==> config.mk <==
export PLATFORM = sky130hd
export DESIGN_NAME = smtt_front
export DESIGN_NICKNAME = d
export VERILOG_FILES = /design/src/hdl/smtt_pkg.sv /design/src/hdl/smtt_queue.sv /design/src/hdl/smtt_front.sv
export SDC_FILE = /design/constraint.sdc
export NUM_CORES = 1
export LEC_CHECK = 0
export BUFFER_PORTS_ARGS = -buffer_cell sky130_fd_sc_hd__buf_4
export CAP_MARGIN = 0
export CORE_ASPECT_RATIO = 0.9
export CORE_MARGIN = 2
export CORE_UTILIZATION = 35
export DETAILED_ROUTE_END_ITERATION = 10
export GPL_TIMING_DRIVEN = 0
export PLACE_DENSITY_LB_ADDON = 0.05
export SLEW_MARGIN = 30
export SYNTH_ARGS = -nofsm -noshare
export SYNTH_HDL_FRONTEND = slang
export SYNTH_SLANG_ARGS = --single-unit
==> constraint.sdc <==
create_clock -name aclk -period 5.88 [get_ports aclk]
set_input_delay 0.588 -clock aclk [delete_from_list [all_inputs] [get_ports aclk]]
set_output_delay 0.588 -clock aclk [all_outputs]
set_load 0.02 [all_outputs]
==> src/hdl/smtt_pkg.sv <==
package smtt_pkg;

    // Operation class decided by the front end for each input beat.
    typedef enum logic [1:0] {
        OP_GET  = 2'd0,
        OP_PUT  = 2'd1,
        OP_DROP = 2'd2
    } op_t;

    localparam int OP_BITS = $bits(op_t);

    // Entries in the queue between the front end and the table engine.
    localparam int QUEUE_DEPTH = 2;

    // Table engine sequencer states.
    typedef enum logic [1:0] {
        ST_LOOKUP = 2'b01,
        ST_COMMIT = 2'b10
    } back_state_t;

    // Result flags, found in the low bit.
    typedef struct packed {
        logic table_full;
        logic found;
    } result_flags_t;

endpackage

==> src/hdl/smtt_queue.sv <==
module smtt_queue #(
    parameter int WIDTH = 8,
    parameter int DEPTH = 2
) (
    input  logic             aclk,
    input  logic             aresetn,
    input  logic             wr_valid,
    output logic             wr_ready,
    input  logic [WIDTH-1:0] wr_data,
    output logic             rd_valid,
    input  logic             rd_ready,
    output logic [WIDTH-1:0] rd_data
);

    localparam int PTR_BITS = (DEPTH > 1) ? $clog2(DEPTH) : 1;
    localparam int CNT_BITS = $clog2(DEPTH + 1);

    logic [WIDTH-1:0]    slot_reg [DEPTH];
    logic [PTR_BITS-1:0] wr_ptr_reg, wr_ptr_next;
    logic [PTR_BITS-1:0] rd_ptr_reg, rd_ptr_next;
    logic [CNT_BITS-1:0] fill_reg, fill_next;
    logic                push, pop;

    assign wr_ready = (fill_reg != CNT_BITS'(DEPTH));
    assign rd_valid = (fill_reg != '0);
    assign rd_data  = slot_reg[rd_ptr_reg];
    assign push     = wr_valid && wr_ready;
    assign pop      = rd_valid && rd_ready;

    // Pointer and fill bookkeeping; pointers wrap at the depth.
    always_comb begin
        wr_ptr_next = wr_ptr_reg;
        rd_ptr_next = rd_ptr_reg;
        fill_next   = fill_reg;
        if (push) begin
            wr_ptr_next = (wr_ptr_reg == PTR_BITS'(DEPTH - 1)) ? '0 : wr_ptr_reg + 1'b1;
        end
        if (pop) begin
            rd_ptr_next = (rd_ptr_reg == PTR_BITS'(DEPTH - 1)) ? '0 : rd_ptr_reg + 1'b1;
        end
        if (push && !pop) begin
            fill_next = fill_reg + 1'b1;
        end else if (pop && !push) begin
            fill_next = fill_reg - 1'b1;
        end
    end

    always_ff @(posedge aclk) begin
        if (!aresetn) begin
            wr_ptr_reg <= '0;
            rd_ptr_reg <= '0;
            fill_reg   <= '0;
        end else begin
            wr_ptr_reg <= wr_ptr_next;
            rd_ptr_reg <= rd_ptr_next;
            fill_reg   <= fill_next;
        end
    end

    // Storage needs no reset; the fill count guards every read.
    always_ff @(posedge aclk) begin
        if (push) begin
            slot_reg[wr_ptr_reg] <= wr_data;
        end
    end

endmodule

==> src/hdl/smtt_front.sv <==
module smtt_front #(
    parameter int COORD_BITS = 10,
    parameter int VALUE_BITS = 32,
    parameter int DATA_BITS  = 56
) (
    input  logic                  aclk,
    input  logic                  aresetn,
    input  logic                  s_tvalid,
    output logic                  s_tready,
    input  logic [DATA_BITS-1:0]  s_tdata,
    input  logic                  s_tuser,
    output logic                  head_valid,
    input  logic                  head_pop,
    output smtt_pkg::op_t         head_op,
    output logic [COORD_BITS-1:0] head_row,
    output logic [COORD_BITS-1:0] head_col,
    output logic [VALUE_BITS-1:0] head_value
);

    localparam int ENTRY_BITS = smtt_pkg::OP_BITS + 2 * COORD_BITS + VALUE_BITS;

    logic [COORD_BITS-1:0] in_row, in_col;
    logic [VALUE_BITS-1:0] in_value;
    smtt_pkg::op_t         in_op;
    logic [ENTRY_BITS-1:0] push_data, head_data;

    // Unpack the beat: row in the low bits, then column, then value.
    assign in_row   = s_tdata[COORD_BITS-1:0];
    assign in_col   = s_tdata[2*COORD_BITS-1:COORD_BITS];
    assign in_value = s_tdata[2*COORD_BITS+VALUE_BITS-1:2*COORD_BITS];

    // Classify: a get when s_tuser is low; a set with a zero value is a removal, otherwise a write.
    always_comb begin
        if (!s_tuser) begin
            in_op = smtt_pkg::OP_GET;
        end else if (in_value == '0) begin
            in_op = smtt_pkg::OP_DROP;
        end else begin
            in_op = smtt_pkg::OP_PUT;
        end
    end

    assign push_data = {in_op, in_row, in_col, in_value};

    smtt_queue #(
        .WIDTH (ENTRY_BITS),
        .DEPTH (smtt_pkg::QUEUE_DEPTH)
    ) u_queue (
        .aclk     (aclk),
        .aresetn  (aresetn),
        .wr_valid (s_tvalid),
        .wr_ready (s_tready),
        .wr_data  (push_data),
        .rd_valid (head_valid),
        .rd_ready (head_pop),
        .rd_data  (head_data)
    );

    assign head_op    = smtt_pkg::op_t'(head_data[ENTRY_BITS-1 -: smtt_pkg::OP_BITS]);
    assign head_row   = head_data[2*COORD_BITS+VALUE_BITS-1 -: COORD_BITS];
    assign head_col   = head_data[COORD_BITS+VALUE_BITS-1 -: COORD_BITS];
    assign head_value = head_data[VALUE_BITS-1:0];

endmodule

==> results of run 1 <==
-- synthesized netlist by cell type (all sizes together), types with 2 or more instances --
| library cell | instances |
|---|---|
| a21oi | 2 |
| buf | 6 |
| dfxtp | 5 |
| edfxtp | 108 |
| inv | 3 |
| mux2 | 54 |
| nand4 | 2 |
| nor2 | 3 |
| nor4 | 8 |
| o21ai | 2 |
| xor2 | 3 |
-- report_power, final --
part | total [uW] | internal (uW) | switching [uW] | leakage (uW)
sequential | 1030 | 1010 | 25.6 | 0.00105
combinational | 744 | 346 | 398 | 0.000862
clock | 1070 | 743 | 329 | 0.000299
-- area by class of cell --
cell class,count,area [um^2]
Buffer,6,42.5
Multi-Input combinational cell,84,807
Tap cell,156,195
Sequential cell,113,3340
Timing Repair Buffer,114,888
Fill cell,987,5660
Inverter,3,13.8
Clock buffer,19,433
Clock inverter,13,191
-- critical path: cells and delay by family (launching register included) --
family                 cells  cell delay [ns]
buffers and inverters      3             0.65
muxes                      1             0.37
DFF                        1             0.30
-- per-stage QoR --
stage               cells  instance area [um^2]  setup slack (ns)
finish                508                  5910              3.57
global route          508                  5910              3.47
CTS                   508                  5910              3.52
detailed placement    476                  5290              3.96
global placement      474                  5240              2.54
floorplan             206                  4200              3.41
-- routing by layer --
metal  GRT usage, %  up-vias  part of all wire (%)
li1               -     1086                     -
met2           20.6       80                    47
met1           16.5     1127                    43
met3           6.25       12                   7.9
met4           6.55        0                   1.7
met5              0        -                     0
-- logic make-up (layout without fill, tap and decap cells) --
| family | Yosys count | count (layout) | share of synthesized area, % |
|---|---|---|---|
| mux | 54 | 54 | 14.5 |
| buf+inv | 9 | 155 | 1.28 |
| xor+xnor | 3 | 3 | 0.626 |
| fa+ha+maj | 1 | 1 | 0.298 |
| simple gates | 20 | 20 | 2.80 |
| flops | 113 | 113 | 79.6 |
| compound gates | 6 | 6 | 0.894 |
-- path summary, 6_finish.rpt --
| path | to | cells after the start | slack [ns] |
|---|---|---|---|
| max | head_value[29] | 4 | 3.57 |
| min | u_queue.slot_reg[0][38]$_DFFE_PP_ | 1 | 0.37 |
| max reg2reg | u_queue.slot_reg[1][47]$_DFFE_PP_ | 3 | 4.18 |
| min reg2reg | u_queue.rd_ptr_reg$_SDFFE_PN0P_ | 2 | 0.51 |
==> summary.txt, run 1 <==
Run status
  – Status: completed

Finish
  – Max FFs per register: 108
  – Final core utilization: 51.1%
  – Commonest non-fill, non-tap cell in the layout: buf_4
  – Fraction of layout cells with a size suffix above 1: 58.2%
  – Most frequent cells in the layout: 117 x buf_4, 108 x edfxtp_1, 54 x mux2_2
  – Area Overhead vs Synth: 40.9%
  – Nets: 401
  – # diodes: 0

STA
  – Period utilisation layout: 39.3%
  – Worst slew pin tran: 0.478 ns
  – Layout Skew: 0.00794 ns
  – Worst slew margin: 67.9%
  – Final Critical Period: 2.31 ns
  – Final setup fails: 0
  – Setup tns final: 0 ns
  – Hold slack: 0.369 ns
  – Max Slew Vio Count: 0
  – Max Freq: 0.433 GHz
  – RSZ-0062 raised after global routing: false
  – Hold Vio Cnt, Final: 0

Die
  – Rows: 37
  – Die width: 119 um
  – I/O pin cnt: 117
  – Die area: 12900 um^2
  – Die Span Y: 108 um
  – Core Box Area: 11600 um^2
  – Initial Util: 36.3%

Clocking
  – CTS Buf Count: 17
  – CTS Hold Bufs: 0
  – Post-CTS sizing: 0
  – Worst-path clk slew: 0.05 ns
  – Clock Path Buffers: 2
  – Clk sinks: 113
  – CTS tree: done
  – Clk_lat worst skew: 0.41 ns
  – Postcts setup bufs: 0
  – CTS root buf: clkbuf_16
  – CTS H-tree lvls: 4

Placement
  – PortBufs: 112
  – Post-DP HPWL: 5620 um
  – Routability cong.: 0.675

Power
  – PD cells: 482 nW/um^2
  – Leakage: 0.00221 uW
  – Tot Pwr: 2850 uW
  – VDD IR max: 0.000251 V

Yosys
  – Syn nets: 268
  – Cells after synthesis: 206
  – Post-Syn Area per Cell: 20.4 um^2
  – Mapped Area: 4200 um^2
  – Synth top area share: 77.2%
  – Top cells by area, synth: edfxtp_1 77%, mux2_2 14%, dfxtp_1 2.4%
  – Cell variety after synth: 22
  – Predominant post-synthesis flop cell: edfxtp_1
  – Seq/Total Area, Yosys: 79.6%
  – Post-synth EDFFs: 108
  – Asr flop ratio synth: 0%
  – Seq cells post-synth: 113
  – Yosys warns: 0
  – Cell taking the most area after synthesis: edfxtp_1

Drt
  – Routed WL: 8260 um
  – Routed len/inst: 16.3 um
  – # DRC: 0
  – Pre-antenna DRT Iters: 4
  – Final ANT Viol Nets: 0
  – Total number of vias: 2305
  – Vias per std cell: 4.54
  – Initial DRC Count: 81

Setup path
  – Setup CP Type: reg2out
  – CP required: 5.29 ns
  – RR Startpoint: u_queue.fill_reg[0]$_SDFFE_PN0P_
  – Cell mode on critical path: buf_4
  – CP Cell Sequence: buf_2, buf_4, mux2_2, buf_4
  – Crit path max fanout: 10
  – CP max-delay cell: mux2_2
  – Startpoint Class: register
  – Worst Setup End Kind: primary output
  – Crit-path max cell delay: 0.37 ns
  – Arr. time, crit path: 1.72 ns

Global route
  – Number of global-route vias before repair: 2387
  – Initial antenna violation count: 0
  – Total GRT Usage: 13.6%
  – Total gr overflow: 0
  – First-pass GRT wire length: 12700 um
  – Largest net degree at the start of global routing: 41

Worst hold path
  – Hold Path Class: in2reg
  – Hold Path Origin: s_tdata[16]

Flow run
  – Max_cap viols: 0
Note: power is estimated with default switching activity, not from simulation.
==> inputs of run 2 (changes only) <==
==> constraint.sdc (replaced) <==
create_clock -name aclk -period 2.2 [get_ports aclk]
set_input_delay 0.22 -clock aclk [delete_from_list [all_inputs] [get_ports aclk]]
set_output_delay 0.22 -clock aclk [all_outputs]
set_load 0.02 [all_outputs]
==> run 2 against run 1 <==
  * Power rose to 2.6 times the previous value
  * Global-route usage rose by 0.39 points
  * Sequential power rose to 2.7 times the previous value
  * Register-to-register slack got worse by 3.8 ns
  * Routed wire length grew 5.0%
  * Count of clock-buffer cells in the layout is 2 lower
  * Die area stayed put
  * Worst setup slack worse by 3.3 ns
  * Final area grew 5.2%
  * Non-clock buffer count increased by 35
  * Core utilization up 2.7 points
==> summary.txt, run 2 (synthesis gave the netlist of run 1 again) <==
Die
  – Initial Util: 36.3%
  – Core Box Area: 11600 um^2
  – Die width: 119 um
  – Die Span Y: 108 um
  – I/O pin cnt: 117
  – Rows: 37
  – Die area: 12900 um^2

Clocking
  – Clock Path Buffers: 2
  – Clk sinks: 113
  – Post-CTS sizing: 0
  – Clk_lat worst skew: 0.40 ns
  – CTS Buf Count: 17
  – Worst-path clk slew: 0.05 ns
  – CTS tree: done
  – CTS H-tree lvls: 4
  – CTS root buf: clkbuf_16
  – Postcts setup bufs: 0

Drt
  – Max layer used: met4
  – Met2 WL post-DR: 4200 um
  – Routed len/inst: 16.0 um
  – Met3 WL post-DR: 529 um
  – Routed WL: 8670 um
  – # DRC: 0
  – M1 WL: 3830 um
  – Vias per std cell: 4.52
  – Pre-antenna DRT Iters: 4
  – Initial DRC Count: 97
  – Total number of vias: 2449
  – Final ANT Viol Nets: 0

Worst hold path
  – Hold Path Class: in2reg
  – Hold Path End: u_queue.slot_reg[1][20]$_DFFE_PP_
  – Hold depth: 1
  – Hold Path Origin: s_tdata[40]

Power
  – VDD IR max: 0.000656 V
  – Psw: 2020 uW
  – Leakage: 0.00234 uW
  – PD cells: 1200 nW/um^2
  – Switching share of power: 27.2%
  – Logic pwr share: 27.8%
  – Sequential Power Share: 37.1%
  – Clk network pwr share: 35.1%
  – Tot Pwr: 7440 uW
  – P_int: 5420 uW

Setup path
  – Worst Setup End Kind: primary output
  – R2R setup slack: 0.35 ns
  – Delay-heaviest family, CP: buffers and inverters
  – CP Cell Sequence: buf_2, buf_4, mux2_2, buf_4
  – CP max-delay cell: mux2_2
  – CP required: 1.98 ns
  – RR Startpoint: u_queue.fill_reg[0]$_SDFFE_PN0P_
  – Crit-path max cell delay: 0.36 ns
  – Worst r2r path cells: 4
  – Arr. time, crit path: 1.74 ns
  – Startpoint Class: register
  – Worst Path Buf+Inv: 3
  – Setup CP Type: reg2out
  – Worst r2r dst: u_queue.slot_reg[0][41]$_DFFE_PP_
  – Cell mode on critical path: buf_4
  – Crit path max fanout: 10

Finish
  – Commonest non-fill, non-tap cell in the layout: buf_4
  – Area Overhead vs Synth: 48.2%
  – Fraction of layout cells with a size suffix above 1: 53.4%
  – Most frequent cells in the layout: 117 x buf_4, 108 x edfxtp_1, 54 x mux2_2
  – Nets: 436
  – Final core utilization: 53.8%
  – Max FFs per register: 108
  – # diodes: 0

STA
  – Hold Vio Cnt, Final: 0
  – Final worst slack: 0.240 ns
  – Setup tns final: 0 ns
  – Worst slew margin: 45.7%
  – Final Critical Period: 1.96 ns
  – Worst slew pin tran: 0.815 ns
  – RSZ-0062 raised after global routing: false
  – Period utilisation layout: 89.1%
  – Max Freq: 0.510 GHz
  – Max Slew Vio Count: 0
  – Final setup fails: 0
  – Layout Skew: 0.00844 ns

Flow run
  – Max_cap viols: 0

Global route
  – Total GRT Usage: 14.0%
  – Number of global-route vias before repair: 2598
  – Largest net degree at the start of global routing: 55
  – Initial antenna violation count: 0
  – Total gr overflow: 0
  – First-pass GRT wire length: 13100 um

Placement
  – PortBufs: 112
  – Setup WS pre-CTS: 0.355 ns
  – Routability cong.: 0.722
  – Post-DP HPWL: 5630 um

Run status
  – Status: completed
==> run 2: cell types whose count changed in the layout (fill, tap and decap cells not counted), sizes merged <==
cell	change
clkinv	+4
bufinv	-2
clkbuf	-2
inv	-1
dlygate4sd3	+35
==> run 2: layout make-up <==
| class | instances | area, um^2 |
|---|---|---|
| timing repair buffer | 149 | 1250 |
| tap | 156 | 195 |
| multi-input combinational | 84 | 807 |
| clock inverter | 14 | 148 |
| buffer | 6 | 42.5 |
| fill | 985 | 5350 |
| inverter | 3 | 15.0 |
| clock buffer | 17 | 425 |
| sequential | 113 | 3340 |
==> run 2: how the worst max path moves through the flow <==
stage	to	cells after the start	slack, ns	from
after floorplan	u_queue.slot_reg[0][0]$_DFFE_PP_	3	0.21	u_queue.fill_reg[0]$_SDFFE_PN0P_
after global placement	u_queue.slot_reg[0][45]$_DFFE_PP_	3	-0.30	u_queue.fill_reg[0]$_SDFFE_PN0P_
after detailed placement	u_queue.slot_reg[0][45]$_DFFE_PP_	4	0.36	u_queue.fill_reg[0]$_SDFFE_PN0P_
after CTS	head_op[0]	4	0.20	register
after global routing	head_col[4]	4	0.13	register
final	head_col[4]	4	0.24	register
==> run 2: through the flow <==
step           cell area [um^2]  std cells  hold WS, ns
2_1_floorplan              4200        206        0.319
3_3_place_gp               5240        474        0.406
3_5_place_dp               5300        476        0.409
4_1_cts                    6210        541     0.000231
5_1_grt                    6220        542      0.00213
6_report                   6220        542       0.0129
==> run 2: timing repair <==
item | in CTS | in global routing
hold buffers | 34 | 1
setup endpoints to repair | 0 | 0
endpoints found under the hold margin | 68 | 2
==> run 2: power by group through the flow <==
stage / sequential [uW] / clock [uW] / combinational [uW]
after floorplan: 2790 / 0 / 1190
after global placement: 2810 / 0 / 1990
after detailed placement: 2800 / 0 / 2050
after CTS: 2760 / 2670 / 2100
after global routing: 2790 / 2760 / 2200
final: 2760 / 2610 / 2060
==> run 2: per-layer routing <==
layer | GRT usage, % | vias up
li1 | - | 1155
met1 | 16.5 | 1208
met2 | 22.4 | 77
met3 | 5.24 | 9
met4 | 7.31 | 0
met5 | 0 | -
